<file path="src/rtl/osc_pkg.sv">
// Shared types, codes and constants for the OSC message stream parser.
`default_nettype none
package osc_pkg;

  localparam int MAX_MESSAGE_BYTES = 1024;
  localparam int MAX_TAGS          = 16;
  localparam int TAG_IDX_W         = $clog2(MAX_TAGS);
  localparam int QUEUE_DEPTH       = 4;
  localparam int QUEUE_PTR_W       = $clog2(QUEUE_DEPTH);

  localparam logic [7:0] CH_SLASH = 8'h2F;
  localparam logic [7:0] CH_COMMA = 8'h2C;
  localparam logic [7:0] CH_F     = 8'h66;
  localparam logic [7:0] CH_I     = 8'h69;
  localparam logic [7:0] CH_S     = 8'h73;
  localparam logic [7:0] CH_B     = 8'h62;

  localparam logic [1:0] TYPE_FLOAT = 2'd0;
  localparam logic [1:0] TYPE_INT   = 2'd1;
  localparam logic [1:0] TYPE_STR   = 2'd2;
  localparam logic [1:0] TYPE_BLOB  = 2'd3;

  localparam logic [3:0] PH_FIRST    = 4'd0;
  localparam logic [3:0] PH_PREFIX   = 4'd1;
  localparam logic [3:0] PH_SLASH    = 4'd2;
  localparam logic [3:0] PH_ADDR     = 4'd3;
  localparam logic [3:0] PH_PAD_ADDR = 4'd4;
  localparam logic [3:0] PH_COMMA    = 4'd5;
  localparam logic [3:0] PH_TAGS     = 4'd6;
  localparam logic [3:0] PH_PAD_TAGS = 4'd7;
  localparam logic [3:0] PH_NUM      = 4'd8;
  localparam logic [3:0] PH_STR      = 4'd9;
  localparam logic [3:0] PH_STRPAD   = 4'd10;
  localparam logic [3:0] PH_BLOBSZ   = 4'd11;
  localparam logic [3:0] PH_BLOBDATA = 4'd12;
  localparam logic [3:0] PH_BLOBPAD  = 4'd13;
  localparam logic [3:0] PH_DONE     = 4'd14;
  localparam logic [3:0] PH_DRAIN    = 4'd15;

  localparam logic [3:0] ST_OK            = 4'd0;
  localparam logic [3:0] ST_TOO_LONG      = 4'd1;
  localparam logic [3:0] ST_BAD_PREFIX    = 4'd2;
  localparam logic [3:0] ST_NO_SLASH      = 4'd3;
  localparam logic [3:0] ST_ADDR_UNTERM   = 4'd4;
  localparam logic [3:0] ST_ADDR_PAD      = 4'd5;
  localparam logic [3:0] ST_NO_COMMA      = 4'd6;
  localparam logic [3:0] ST_TAGS_UNTERM   = 4'd7;
  localparam logic [3:0] ST_BAD_TAG       = 4'd8;
  localparam logic [3:0] ST_TAG_PAD       = 4'd9;
  localparam logic [3:0] ST_ARG_OVERFLOW  = 4'd10;
  localparam logic [3:0] ST_BLOB_SIZE_OVF = 4'd11;
  localparam logic [3:0] ST_BLOB_BAD_SIZE = 4'd12;
  localparam logic [3:0] ST_TOO_MANY_TAGS = 4'd13;

  typedef struct packed {
    logic [7:0] in_byte;
    logic       in_last;
  } osc_in_t;

  typedef struct packed {
    logic        record_kind;
    logic [1:0]  arg_type;
    logic [3:0]  arg_number;
    logic [10:0] data_offset;
    logic [10:0] data_length;
    logic [3:0]  status;
    logic [10:0] message_size;
    logic [4:0]  arg_count;
    logic [10:0] args_offset;
    logic        out_last;
  } osc_out_t;

  typedef struct packed {
    logic [3:0]  phase;
    logic [10:0] pos;
    logic [31:0] len_prefix;
    logic        prefix;
    logic [3:0]  err;
    logic [4:0]  tag_total;
    logic [4:0]  cur;
    logic [1:0]  cur_type;
    logic [10:0] arg_start;
    logic [31:0] blob;
    logic [10:0] args_start;
    logic [10:0] raw;
    logic [12:0] seg_end;
  } osc_state_t;

  typedef struct packed {
    logic                 en;
    logic [TAG_IDX_W-1:0] idx;
    logic [1:0]           code;
  } osc_tag_wr_t;

  function automatic logic [12:0] up4(input logic [12:0] x);
    logic [12:0] s;
    s = x + 13'd3;
    return {s[12:2], 2'b00};
  endfunction

endpackage
`default_nettype wire

</file>
<file path="src/rtl/osc_step.sv">
// Per-byte next-state and record logic of the OSC parser.
`default_nettype none
module osc_step (
  input  osc_pkg::osc_state_t  cur_s,
  input  osc_pkg::osc_in_t     in_data,
  input  logic [1:0]           next_tag,
  output osc_pkg::osc_state_t  nxt_s,
  output osc_pkg::osc_tag_wr_t tag_wr,
  output logic                 desc_valid,
  output osc_pkg::osc_out_t    desc_rec,
  output logic                 sum_valid,
  output osc_pkg::osc_out_t    sum_rec
);
  import osc_pkg::*;

  always_comb begin
    osc_state_t  n;
    logic [7:0]  b;
    logic [12:0] p1;
    logic        msg;
    logic        do_cmp;
    logic        do_beg;
    logic [3:0]  st;
    logic [12:0] blob_end;

    n          = cur_s;
    b          = in_data.in_byte;
    p1         = {2'b00, cur_s.pos} + 13'd1;
    msg        = 1'b0;
    do_cmp     = 1'b0;
    do_beg     = 1'b0;
    tag_wr     = '0;
    desc_valid = 1'b0;
    desc_rec   = '0;
    sum_valid  = 1'b0;
    sum_rec    = '0;
    st         = ST_OK;
    blob_end   = {2'b00, cur_s.arg_start} + 13'd4 + {2'b00, cur_s.blob[10:0]};

    if (cur_s.raw <= 11'(MAX_MESSAGE_BYTES)) begin
      n.raw = cur_s.raw + 11'd1;
    end

    if (n.raw > 11'(MAX_MESSAGE_BYTES)) begin
      n.phase = PH_DRAIN;
    end else if (cur_s.phase == PH_FIRST) begin
      if (b == CH_SLASH) begin
        n.phase = PH_SLASH;
        msg = 1'b1;
      end else begin
        n.prefix     = 1'b1;
        n.len_prefix = {24'd0, b};
        n.phase      = PH_PREFIX;
      end
    end else if (cur_s.phase == PH_PREFIX) begin
      n.len_prefix = {cur_s.len_prefix[23:0], b};
      if (n.raw == 11'd4) begin
        if (n.len_prefix[31]) begin
          if (n.err == ST_OK) n.err = ST_BAD_PREFIX;
          n.phase = PH_DRAIN;
        end else begin
          n.phase = PH_SLASH;
        end
      end
    end else if (cur_s.phase != PH_DRAIN) begin
      if (!cur_s.prefix || ({21'd0, cur_s.pos} < cur_s.len_prefix)) msg = 1'b1;
    end

    if (msg) begin
      n.pos = cur_s.pos + 11'd1;
      case (n.phase)
        PH_SLASH: begin
          if (b != CH_SLASH) begin
            if (n.err == ST_OK) n.err = ST_NO_SLASH;
            n.phase = PH_DRAIN;
          end else begin
            n.phase = PH_ADDR;
          end
        end
        PH_ADDR: begin
          if (b == 8'd0) begin
            n.seg_end = up4(p1);
            n.phase   = (n.seg_end == p1) ? PH_COMMA : PH_PAD_ADDR;
          end
        end
        PH_PAD_ADDR: begin
          if (p1 == cur_s.seg_end) n.phase = PH_COMMA;
        end
        PH_COMMA: begin
          if (b != CH_COMMA) begin
            if (n.err == ST_OK) n.err = ST_NO_COMMA;
            n.phase = PH_DRAIN;
          end else begin
            n.phase = PH_TAGS;
          end
        end
        PH_TAGS: begin
          if (b == 8'd0) begin
            if (cur_s.err != ST_OK) begin
              n.phase = PH_DRAIN;
            end else begin
              n.seg_end    = up4(p1);
              n.args_start = n.seg_end[10:0];
              if (n.seg_end == p1) begin
                n.arg_start = n.args_start;
                do_beg = 1'b1;
              end else begin
                n.phase = PH_PAD_TAGS;
              end
            end
          end else if (b != CH_F && b != CH_I && b != CH_S && b != CH_B) begin
            if (n.err == ST_OK) n.err = ST_BAD_TAG;
          end else if (cur_s.tag_total >= 5'(MAX_TAGS)) begin
            if (n.err == ST_OK) n.err = ST_TOO_MANY_TAGS;
          end else begin
            tag_wr.en  = 1'b1;
            tag_wr.idx = cur_s.tag_total[TAG_IDX_W-1:0];
            tag_wr.code = (b == CH_F) ? TYPE_FLOAT : (b == CH_I) ? TYPE_INT :
                          (b == CH_S) ? TYPE_STR : TYPE_BLOB;
            n.tag_total = cur_s.tag_total + 5'd1;
          end
        end
        PH_PAD_TAGS: begin
          if (p1 == cur_s.seg_end) begin
            n.arg_start = cur_s.args_start;
            do_beg = 1'b1;
          end
        end
        PH_NUM, PH_STRPAD, PH_BLOBPAD: begin
          if (p1 == cur_s.seg_end) do_cmp = 1'b1;
        end
        PH_STR: begin
          if (b == 8'd0) begin
            n.blob    = {21'd0, cur_s.pos - cur_s.arg_start};
            n.seg_end = up4(p1);
            if (n.seg_end == p1) do_cmp = 1'b1;
            else n.phase = PH_STRPAD;
          end
        end
        PH_BLOBSZ: begin
          n.blob = {cur_s.blob[23:0], b};
          if ({1'b0, cur_s.pos} == {1'b0, cur_s.arg_start} + 12'd3) begin
            if (n.blob[31] || n.blob > 32'(MAX_MESSAGE_BYTES)) begin
              if (n.err == ST_OK) n.err = ST_BLOB_BAD_SIZE;
              n.phase = PH_DRAIN;
            end else begin
              n.seg_end = up4({2'b00, cur_s.arg_start} + 13'd4 + {2'b00, n.blob[10:0]});
              if (n.blob == 32'd0) do_cmp = 1'b1;
              else n.phase = PH_BLOBDATA;
            end
          end
        end
        PH_BLOBDATA: begin
          if (p1 == blob_end) begin
            if (cur_s.seg_end == p1) do_cmp = 1'b1;
            else n.phase = PH_BLOBPAD;
          end
        end
        default: ;
      endcase
    end

    // emit the finished argument, then open the next one
    if (do_cmp) begin
      desc_valid           = 1'b1;
      desc_rec.arg_type    = n.cur_type;
      desc_rec.arg_number  = n.cur[3:0];
      desc_rec.data_offset = (n.cur_type == TYPE_BLOB) ? n.arg_start + 11'd4 : n.arg_start;
      desc_rec.data_length = (n.cur_type >= TYPE_STR) ? n.blob[10:0] : 11'd4;
      n.arg_start = n.seg_end[10:0];
      n.cur       = n.cur + 5'd1;
      do_beg      = 1'b1;
    end

    if (do_beg) begin
      if (n.cur >= n.tag_total || n.cur >= 5'(MAX_TAGS)) begin
        n.phase = PH_DONE;
      end else begin
        n.cur_type = next_tag;
        n.blob     = 32'd0;
        if (next_tag < TYPE_STR) begin
          n.phase   = PH_NUM;
          n.seg_end = {2'b00, n.arg_start} + 13'd4;
        end else if (next_tag == TYPE_STR) begin
          n.phase = PH_STR;
        end else begin
          n.phase = PH_BLOBSZ;
        end
      end
    end

    if (in_data.in_last) begin
      if (n.raw > 11'(MAX_MESSAGE_BYTES)) begin
        st = ST_TOO_LONG;
      end else if (n.prefix && n.raw >= 11'd4 &&
                   n.len_prefix > {21'd0, n.raw - 11'd4}) begin
        st = ST_BAD_PREFIX;
      end else begin
        case (n.phase)
          PH_FIRST, PH_PREFIX, PH_SLASH: st = ST_NO_SLASH;
          PH_ADDR:                       st = ST_ADDR_UNTERM;
          PH_PAD_ADDR, PH_COMMA:         st = ST_ADDR_PAD;
          PH_TAGS:                       st = ST_TAGS_UNTERM;
          PH_PAD_TAGS:                   st = ST_TAG_PAD;
          PH_BLOBSZ:                     st = ST_BLOB_SIZE_OVF;
          PH_BLOBDATA:                   st = ST_BLOB_BAD_SIZE;
          PH_DONE:                       st = ST_OK;
          PH_DRAIN:                      st = n.err;
          default:                       st = ST_ARG_OVERFLOW;
        endcase
      end
      sum_valid           = 1'b1;
      sum_rec.record_kind = 1'b1;
      sum_rec.out_last    = 1'b1;
      sum_rec.status      = st;
      if (st == ST_OK) begin
        sum_rec.message_size = n.arg_start;
        sum_rec.arg_count    = n.tag_total;
        sum_rec.args_offset  = n.args_start;
      end
      n       = '0;
      n.phase = PH_FIRST;
    end

    nxt_s = n;
  end

endmodule
`default_nettype wire

</file>
<file path="src/rtl/osc_outq.sv">
// Small result queue that takes up to two records per cycle.
`default_nettype none
module osc_outq (
  input  logic              clk,
  input  logic              rst_n,
  input  logic              push_a,
  input  osc_pkg::osc_out_t rec_a,
  input  logic              push_b,
  input  osc_pkg::osc_out_t rec_b,
  output logic              full2,
  output logic              out_valid,
  input  logic              out_stall,
  output osc_pkg::osc_out_t out_data
);
  import osc_pkg::*;

  osc_out_t               mem_r [QUEUE_DEPTH];
  logic [QUEUE_PTR_W-1:0] head_r, head_nxt, tail_r, tail_nxt;
  logic [QUEUE_PTR_W:0]   cnt_r, cnt_nxt;
  logic                   pop;
  logic [1:0]             npush;

  assign out_valid = (cnt_r != '0);
  assign out_data  = mem_r[head_r];
  assign full2     = (cnt_r > (QUEUE_PTR_W+1)'(QUEUE_DEPTH - 2));
  assign pop       = out_valid && !out_stall;
  assign npush     = {1'b0, push_a} + {1'b0, push_b};
  assign head_nxt  = head_r + QUEUE_PTR_W'(pop);
  assign tail_nxt  = tail_r + QUEUE_PTR_W'(npush);
  assign cnt_nxt   = cnt_r + (QUEUE_PTR_W+1)'(npush) - (QUEUE_PTR_W+1)'(pop);

  always_ff @(posedge clk) begin
    if (!rst_n) begin
      head_r <= '0;
      tail_r <= '0;
      cnt_r  <= '0;
    end else begin
      head_r <= head_nxt;
      tail_r <= tail_nxt;
      cnt_r  <= cnt_nxt;
    end
  end

  always_ff @(posedge clk) begin
    if (push_a) mem_r[tail_r] <= rec_a;
    if (push_b) mem_r[tail_r + QUEUE_PTR_W'(push_a)] <= rec_b;
  end

endmodule
`default_nettype wire

</file>
<file path="src/rtl/osc_message_stream_parser.sv">
// Top level: OSC 1.0 message layout checker over a byte stream.
// Output: a record enters the output queue at the edge that accepts its byte
//   and is shown on out_data once the records ahead of it have been taken.
// Throughput: one byte per cycle; in_stall rises only while the 4-entry
//   output queue holds three or more records.
// Reset: synchronous active-low rst_n clears the parse state and the queue.
`default_nettype none
module osc_message_stream_parser (
  input  logic              clk,
  input  logic              rst_n,
  input  logic              in_valid,
  output logic              in_stall,
  input  osc_pkg::osc_in_t  in_data,
  output logic              out_valid,
  input  logic              out_stall,
  output osc_pkg::osc_out_t out_data
);
  import osc_pkg::*;

  osc_state_t           st_r, st_nxt;
  logic [1:0]           tag_r [MAX_TAGS];
  logic [TAG_IDX_W-1:0] rd_idx;
  logic [1:0]           next_tag;
  osc_tag_wr_t          tag_wr;
  logic                 desc_valid, sum_valid, accept, full2;
  osc_out_t             desc_rec, sum_rec;

  // Hold input while the queue cannot absorb two records.
  assign in_stall = full2;
  assign accept   = in_valid && !in_stall;

  // Inside an argument the next tag read is the one after the current one.
  assign rd_idx   = (st_r.phase >= PH_NUM && st_r.phase <= PH_BLOBPAD) ?
                    TAG_IDX_W'(st_r.cur + 5'd1) : st_r.cur[TAG_IDX_W-1:0];
  assign next_tag = tag_r[rd_idx];

  osc_step u_step (
    .cur_s     (st_r),
    .in_data   (in_data),
    .next_tag  (next_tag),
    .nxt_s     (st_nxt),
    .tag_wr    (tag_wr),
    .desc_valid(desc_valid),
    .desc_rec  (desc_rec),
    .sum_valid (sum_valid),
    .sum_rec   (sum_rec)
  );

  // The all-zero state is the awaiting-first-byte phase.
  always_ff @(posedge clk) begin
    if (!rst_n) begin
      st_r <= '0;
    end else if (accept) begin
      st_r <= st_nxt;
    end
  end

  // Tag list: written in order; a read entry is used only below the written count.
  always_ff @(posedge clk) begin
    if (accept && tag_wr.en) tag_r[tag_wr.idx] <= tag_wr.code;
  end

  osc_outq u_outq (
    .clk      (clk),
    .rst_n    (rst_n),
    .push_a   (accept && desc_valid),
    .rec_a    (desc_rec),
    .push_b   (accept && sum_valid),
    .rec_b    (sum_rec),
    .full2    (full2),
    .out_valid(out_valid),
    .out_stall(out_stall),
    .out_data (out_data)
  );

endmodule
`default_nettype wire

</file>
<file path="config.mk">
export PLATFORM = sky130hd
export DESIGN_NAME = osc_message_stream_parser
export DESIGN_NICKNAME = d
export VERILOG_FILES = /design/src/rtl/osc_pkg.sv /design/src/rtl/osc_step.sv /design/src/rtl/osc_outq.sv /design/src/rtl/osc_message_stream_parser.sv
export SDC_FILE = /design/constraint.sdc
export NUM_CORES = 1
export LEC_CHECK = 0
export ABC_AREA = 0
export BUFFER_PORTS_ARGS = -buffer_cell sky130_fd_sc_hd__buf_2
export CORE_MARGIN = 5
export CORE_UTILIZATION = 61
export CTS_CLUSTER_DIAMETER = 40
export DETAILED_ROUTE_END_ITERATION = 8
export HOLD_SLACK_MARGIN = 0.15
export PLACE_DENSITY = 0.78
export SYNTH_ARGS = -nofsm -noshare
export SYNTH_HDL_FRONTEND = slang
export SYNTH_SLANG_ARGS = --single-unit
</file>
<file path="constraint.sdc">
create_clock -name clk -period 8.93 [get_ports clk]
set_input_delay 0.4465 -clock clk [delete_from_list [all_inputs] [get_ports clk]]
set_output_delay 0.4465 -clock clk [all_outputs]
set_load 0.01 [all_outputs]
</file>
---- Word level (Yosys, flattened, before mapping) ----
Memory sizes are Yosys's and may differ from the RTL's. A register that Yosys moved wholly into a read port is not among the register bits.
Cells that the tools add are included.
storage, ports and cells
  logic and storage cells ................. 262
  memories ................................ 2
  bits in registers ....................... 149
  output and inout port bits .............. 63
  input port bits ......................... 13
  RAM bits ................................ 276
cells by class
  magnitude comparators ................... 14
  muxes and demuxes ....................... 131
  add/sub/neg operators ................... 21
  reductions and logical operators ........ 34
  equal/unequal tests ..................... 44
memories
  name          depth  width  read ports  clocked after memory_dff  wr ports  RTL line                         source
  u_outq.mem_r  4      61     1           1                         2         osc_outq.sv:17                   osc_out_t mem_r [QUEUE_DEPTH];
  tag_r         16     2      1           0                         1         osc_message_stream_parser.sv:21  logic [1:0] tag_r [MAX_TAGS];
operator list
  kind                    number
  $mux W32                6
  $mux W4                 42
  $mux W142               1
  $mux W11                11
  $mux W13                9
  $pmux W32 S2            1
  $mux W54                1
  $eq A13 B13 Y1          4
  $eq A4 B4 Y1 const B    10
  $pmux W13 S3            1
  $mux W37                1
  $pmux W4 S9             1
  $mux W7                 5
  $mux W33                1
  $eq A4 B3 Y1 const B    8
  $gt A32 B11 Y1          1
  $gt A32 B11 Y1 const B  1
  $logic_not A32 Y1       1
  $lt A11 B32 Y1          1
  $ne A8 B7 Y1 const B    4
  $pmux W4 S8             1
  $mux W1                 30
  $mux W28                1
  $mux W27                1
  other kinds (55)        101

---- Depth between registers and ports, before layout ----
Gate-level depths: netlist of the first run.
  word-level depth ........................ 27
  mapped depth ............................ 33
  depth with buffers taken out ............ 26

---- Cells and area by module ----
Synthesis of the first run repeated with hierarchy kept, for this count alone.
second synthesis, totals
  cells, all modules ...................... 2964
  area, all modules ....................... 29836.1 µm²
by module, submodules not included
  module                     cells an instance  times used  area an instance (µm²)  sequential area each (µm²)
  osc_outq                   639                1           12423.2                 7467.2
  osc_step                   1553               1           10456.3                 0.0
  osc_message_stream_parser  772                1           6956.7                  3803.6

---- Least setup slack after synthesis of the first run ----
OpenSTA, ideal clock, no wires.
  kind .................................... register to register
  start point ............................. register st_r[13] (netlist bit)
  end point ............................... memory u_outq.mem_r[0][21] (netlist bit), data pin
  library setup time ...................... 148 ps
  path slack .............................. 1694 ps
  required time ........................... 8782 ps
  data arrival time ....................... 7089 ps
  period minus slack after synthesis ...... 7236 ps
  buffers on the path ..................... 7
  stages on the path, launching flop included .. 34
  path through ............................ dfxtp_1 -> clkbuf_1 -> inv_1 -> ha_1 -> or3b_2 -> o31ai_1 -> nand2_1 -> xor2_1 -> inv_1 -> ha_1 -> and2_1 -> buf_4 -> a311o_1 -> buf_6 -> a31oi_4 -> nor2_1 -> a31o_1 -> buf_4 -> buf_1 -> ha_1 -> inv_1 -> ha_1 -> nand2b_1 -> a21oi_1 -> a21boi_2 -> and4b_1 -> or2_1 -> a211o_1 -> a41oi_2 -> o221ai_2 -> or4_1 -> buf_2 -> buf_6 -> nor2_1
RTL lines
  element                 RTL line                         source
  from (decl)             osc_message_stream_parser.sv:20  osc_state_t st_r, st_nxt;
  from (signal assigned)  osc_message_stream_parser.sv:54  st_r <= st_nxt;
  to (decl)               osc_outq.sv:17

==> reports/qor.txt, run 1 <==
Status: complete, no violations
Top cells by area, synth: dfxtp_1 21%, edfxtp_1 20%, mux4_2 6.7%
Headroom to the max-slew limit: 0.0733
Clk_lat worst skew: 0.64 ns
Worst Hold Depth: 3
Worst hold path type: in -> reg
Via-per-instance ratio: 6.68
CTS tree: done
Post-DP Area: 0.0245 mm²
Worst-Margin Slew: 1.38 ns
Post-synth cell types: 104
Mean area per synthesized cell: 9.36 µm²
RSZ-0062 raised after global routing: no
Routed wire per std cell: 24.6 µm
Layout cells sized above 1: 0.139
PortBufs: 75
Setup bufs post-CTS: 0
Worst setup EP type: flip-flop
CP required: 9.25 ns
Setup WS pre-CTS: 0.845 ns
Setup WS post-layout: 0.448 ns
Vias in the first global route: 20486
Crit path arrival time: 8.80 ns
Hold Vio Cnt, Final: 0
Largest net degree at the start of global routing: 63
Crit-path most repeated cell: buf_4
# setup viols final: 0
Area growth, synth to finish: 12.1%
Drt drc: 0
WL final: 77.3 mm
Crit-path max cell delay: 0.94 ns
PostCTS Resize Cnt: 0
Antenna cells: 0
Post-Route Setup TNS: 0 ns
Final HPWL DP: 53.4 mm
Post-synth EDFFs: 160
Leading area contributor after synthesis: dfxtp_1
Ys async rst share: 0
Mapped Area: 0.0237 mm²
Clock Tree Buf Depth: 3
Initial Util: 0.614
Synthesized flop and latch total: 413
Register area: 0.00987 mm²
Max-Cap Viols: 0
Max Fclk: 118 MHz
GP Congestion: 1.02
Grt ovf: 0
Synth top area share: 0.214
I/O pin count: 76
GRT Resource Usage Total: 0.356
Worst vdd ir: 227 µV
Top FF cell, synth: dfxtp_1
H-tree depth: 2
Mapped Nets: 2640
Clock slew seen by the registers of the worst setup and hold paths: 0.06 ns
Die ar.: 0.0428 mm²
Die Wd: 207 µm
Starting DRT DRC Count: 2034
Syn Inst Count: 2528
Min cycle time layout: 8.48 ns
Routed Antenna Nets: 0
TritonCTS buffer count: 58
Site row count: 72
Leak pwr: 9.51 nW
Hold buffers post-CTS: 0
Worst-path fanout max: 27
Power per cell area: 191 mW/mm²
Seq/Total Area, Yosys: 0.417
Critical-path top delay cell: or4_1
Initial antenna violation count: 0
Multi-input logic area: 0.0129 mm²
Clk root buf: clkbuf_16
Skew final: 0.0446 ns
Yosys warning count: 0
Tcrit/Tclk final: 0.950
Worst setup path class: reg -> reg
Slew Limit Fails: 0
Reg2reg path depth: 28
Nets: 2680
# clock sinks: 413
First-pass GRT wire length: 118 mm
Vias: 20962
Placeable core region: 0.0386 mm²
First-pass detailed-route iteration total: 6
# fillers: 2981
Hold slack: 0.203 ns
Final Cell Area: 0.0265 mm²
Chip height: 207 µm
Worst setup SP type: flip-flop
synthesized netlist by cell type, types with 9 or more instances:
master,count
buf_2,13
nand3_1,49
or4_1,9
buf_1,15
and2_1,22
nor2_1,378
mux4_2,70
xor2_1,37
ha_1,95
a31oi_1,23
a2111oi_0,9
mux2i_1,33
o31ai_1,11
xnor2_1,76
inv_1,76
xnor3_1,10
edfxtp_1,160
nor4_1,27
a211o_1,9
a22oi_1,84
nand4_1,24
a22o_1,17
nor3_1,43
nand3b_1,9
dfxtp_1,253
clkbuf_1,105
buf_6,10
and3_1,25
nand2b_1,18
a21oi_1,132
o21ai_0,182
nor2b_1,15
a21o_1,16
nand2_1,271
o22ai_1,13
a211oi_1,11
final timing paths:
check | startpoint | end | slack, ns
min reg2reg | u_outq.mem_r[3][59]$_SDFFE_PP0P_ | u_outq.mem_r[3][59]$_SDFFE_PP0P_ | 0.45
min | rst_n | st_r[11]$_SDFFE_PN0P_ | 0.20
max reg2reg | st_r[13]$_SDFFE_PN0P_ | u_outq.mem_r[3][12]$_DFFE_PP_ | 0.45
max | st_r[13]$_SDFFE_PN0P_ | u_outq.mem_r[3][12]$_DFFE_PP_ | 0.45
metal layers:
| layer | wire, µm | GRT usage |
|---|---|---|
| met1 | 29700 | 0.462 |
| met2 | 37000 | 0.593 |
| met3 | 7060 | 0.0580 |
| met4 | 3480 | 0.155 |
| met5 | 0 | 0 |
where the power goes:
group          internal, mW  switching (mW)  total (mW)
Clock                  1.47           0.974        2.44
Sequential             1.99          0.0562        2.05
Combinational         0.233           0.342       0.575
cells in the final DEF, fill, tap and decap left out, types with 22 or more instances in the layout:
| cell | instances |
|---|---|
| a21oi_1 | 131 |
| a22oi_1 | 84 |
| a31oi_1 | 22 |
| and2_1 | 22 |
| and3_1 | 25 |
| buf_2 | 75 |
| buf_4 | 54 |
| clkbuf_16 | 58 |
| dfxtp_1 | 251 |
| edfxtp_1 | 160 |
| ha_1 | 95 |
| inv_1 | 75 |
| mux2i_1 | 33 |
| mux4_2 | 70 |
| nand2_1 | 270 |
| nand3_1 | 49 |
| nand4_1 | 24 |
| nor2_1 | 375 |
| nor3_1 | 43 |
| nor4_1 | 27 |
| o21ai_0 | 181 |
| xnor2_1 | 76 |
| xor2_1 | 37 |
worst max-delay path, delay by kind of cell (launching register included):
family          cells  cell delay (ns)
compound gates      8             2.11
xor+xnor            1             0.40
fa+ha+maj           3             0.74
buf+inv             5             0.91
flops               1             0.40
mux                 1             0.52
simple gates       10             3.05
area by class of cell:
class	instances	share of cell area
multi-input combinational	1890	0.485
sequential	413	0.372
inverter	76	0.0108
tap	518	0.0244
clock inverter	46	0.0221
clock buffer	64	0.0567
timing repair buffer	129	0.0294
flip-flops by register name, summed over array words and instances (netlist names):
name,flops
st_r,134
tag_r,32
u_outq.cnt_r,3
u_outq.head_r,2
u_outq.mem_r,240
u_outq.tail_r,2
cell families after synthesis:
logic type / count (synthesis) / synth area share
fa+ha+maj: 99 / 0.0536
mux: 108 / 0.0829
xor+xnor: 125 / 0.0533
compound gates: 612 / 0.170
flops: 413 / 0.417
simple gates: 946 / 0.183
buf+inv: 225 / 0.0405
stage by stage:
stage	instances	power [mW]	utilization
floorplan	2528	2.46	-
finish	3136	5.06	0.689
global route	3136	5.21	0.689
CTS	3136	5.07	0.689
detailed placement	3026	2.65	0.634
global placement	3026	2.64	0.634
Power figures use the tool's default switching activity.
==> run 2, diff against run 1 <==
RECOVER_POWER = 100   (was default)
SKIP_CTS_REPAIR_TIMING = 1   (was default)
==> run 2 against run 1 <==
Clock skew grew 0.0011 ns. The run now ends with max-capacitance violations, max-slew violations left. Register-to-register slack better by 0.05 ns. Critical path depth is 3 lower. Sequential power about the same. Die area stayed put. Clock power about the same. Largest cell class unchanged. Setup slack improved by 0.054 ns. Wire length grew 0.39%. Hold slack about the same. Total power down 0.37%. Clock-buffer cell count did not move.
==> reports/qor.txt, run 2 (synthesis results as in run 1) <==
Starting DRT DRC Count: 2072
Max FFs per register: 240
Most frequent cells in the layout: 376 x nor2_1, 271 x nand2_1, 252 x dfxtp_1
WL final: 77.6 mm
# fillers: 3041
CTS tree: done
Switch share: 0.272
Clock Tree Buf Depth: 3
Skew final: 0.0456 ns
Worst setup SP type: flip-flop
Area growth, synth to finish: 11.4%
Worst r2r src: st_r[13]$_SDFFE_PN0P_
Flop2flop setup slack: 0.50 ns
Clk_lat worst skew: 0.64 ns
Via-per-instance ratio: 6.70
Reg-to-reg endpoint: u_outq.mem_r[3][22]$_DFFE_PP_
Worst vdd ir: 227 µV
Clk root buf: clkbuf_16
Largest regs: u_outq.mem_r: 240 flops, st_r: 134 flops, tag_r: 32 flops
Hold Vio Cnt, Final: 0
Sequential share of power: 0.406
Worst setup EP type: flip-flop
RSZ-0062 raised after global routing: no
Nets: 2680
Grt ovf: 0
GRT Resource Usage Total: 0.356
# clock sinks: 413
Headroom to the max-slew limit: -0.808
H-tree depth: 2
Max-Cap Viols: 13
Status: complete, but fails checks
TritonCTS buffer count: 58
Worst setup path class: reg -> reg
Layout cells sized above 1: 0.105
Largest net degree at the start of global routing: 63
Power per cell area: 191 mW/mm²
Reg with most FFs: u_outq.mem_r
First-pass detailed-route iteration total: 7
Multi-input logic area: 0.0128 mm²
CP top delay family: simple AND/OR/NAND/NOR gates
Post-Route Setup TNS: 0 ns
PortBufs: 75
Worst hold path type: in -> reg
Vias in the first global route: 20486
Placeable core region: 0.0386 mm²
Most common cell after layout, fill and taps aside: nor2_1
Die Wd: 207 µm
Vias: 21012
First-pass GRT wire length: 118 mm
Initial antenna violation count: 0
Die ar.: 0.0428 mm²
Worst-path fanout max: 27
Failing checks: max-capacitance violations, max-slew violations
Antenna cells: 0
Slew Limit Fails: 339
Total power: 5.04 mW
Worst-Margin Slew: 2.71 ns
Crit-path max cell delay: 0.95 ns
Min cycle time layout: 8.43 ns
Critical-path top delay cell: or4_1
Routed wire per std cell: 24.7 µm
CP required: 9.24 ns
Clock slew seen by the registers of the worst setup and hold paths: 0.06 ns
Tcrit/Tclk final: 0.944
Final HPWL DP: 53.4 mm
P_sw: 1.37 mW
Hold_sp: rst_n
Max Fclk: 119 MHz
GP Congestion: 1.02
Leak pwr: 9.22 nW
Reg2reg path depth: 25
Drt drc: 0
Worst Hold Depth: 3
I/O pin count: 76
Site row count: 72
P_int: 3.67 mW
Routed Antenna Nets: 0
Crit-path most repeated cell: ha_1
Chip height: 207 µm
Crit path arrival time: 8.74 ns
Clock share of power: 0.483
Register area: 0.00987 mm²
Hold endpoint: st_r[11]$_SDFFE_PN0P_
Logic pwr share: 0.111
# setup viols final: 0
Initial Util: 0.614
Worst path buffer plus inverter count: 4
==> run 2: cell types whose count changed in the layout (fill, tap and decap cells not counted), sizes merged <==
cell,delta
buf,-81
clkbuf,+81
==> run 2: per-layer routing <==
metal  track usage  wire, µm
met1         0.462     29700
met2         0.593     37100
met3        0.0580      7260
met5             0         0
met4         0.155      3530
==> run 2: through the flow <==
step	worst slack (ns)	util	instance area [µm²]	std cells	hold WS, ns
after global routing	0.0214	0.684	26400	3136	0.223
after CTS	0.693	0.689	26500	3136	0.185
after global placement	1.05	0.634	24500	3026	0.420
after detailed placement	0.845	0.634	24500	3026	0.431
final	0.502	0.684	26400	3136	0.203
after floorplan	1.69	-	23700	2528	0.410
==> run 2: how the worst max path moves through the flow <==
stage                                      from                            end  slack (ns)  depth (start not counted)
after CTS                 st_r[13]$_SDFFE_PN0P_   u_outq.mem_r[3][7]$_DFFE_PP_        0.69                         28
after global placement    st_r[13]$_SDFFE_PN0P_  u_outq.mem_r[0][22]$_DFFE_PP_        1.05                         28
final                     st_r[13]$_SDFFE_PN0P_  u_outq.mem_r[3][22]$_DFFE_PP_        0.50                         25
after detailed placement  st_r[13]$_SDFFE_PN0P_  u_outq.mem_r[3][11]$_DFFE_PP_        0.84                         28
after global routing      st_r[13]$_SDFFE_PN0P_   u_outq.mem_r[3][7]$_DFFE_PP_        0.02                         28
after floorplan           st_r[13]$_SDFFE_PN0P_  u_outq.mem_r[0][21]$_DFFE_PP_        1.69                         33
==> run 2: final cells by class <==
| class | instances | share of cell area |
|---|---|---|
| clock inverters | 46 | 0.0223 |
| flip-flops and latches | 413 | 0.374 |
| inverters | 76 | 0.0109 |
| multi-input cells | 1890 | 0.487 |
| well taps | 518 | 0.0246 |
| clock buffers | 64 | 0.0570 |
| repair buffers | 129 | 0.0244 |
==> run 2: power groups by stage <==
stage               Sequential (mW)  Clock (mW)  Combinational, mW
CTS                            2.05        2.45              0.573
global placement               2.08           0              0.561
finish                         2.05        2.44              0.562
floorplan                      2.04           0              0.423
detailed placement             2.09           0              0.567
global route                   2.05        2.54              0.604
==> run 2: tightest hold or removal path: cells and delay by family <==
| kind | cells | cell delay (ns) |
|---|---|---|
| compound gates | 2 | 0.15 |
| buf+inv | 1 | 0.20 |
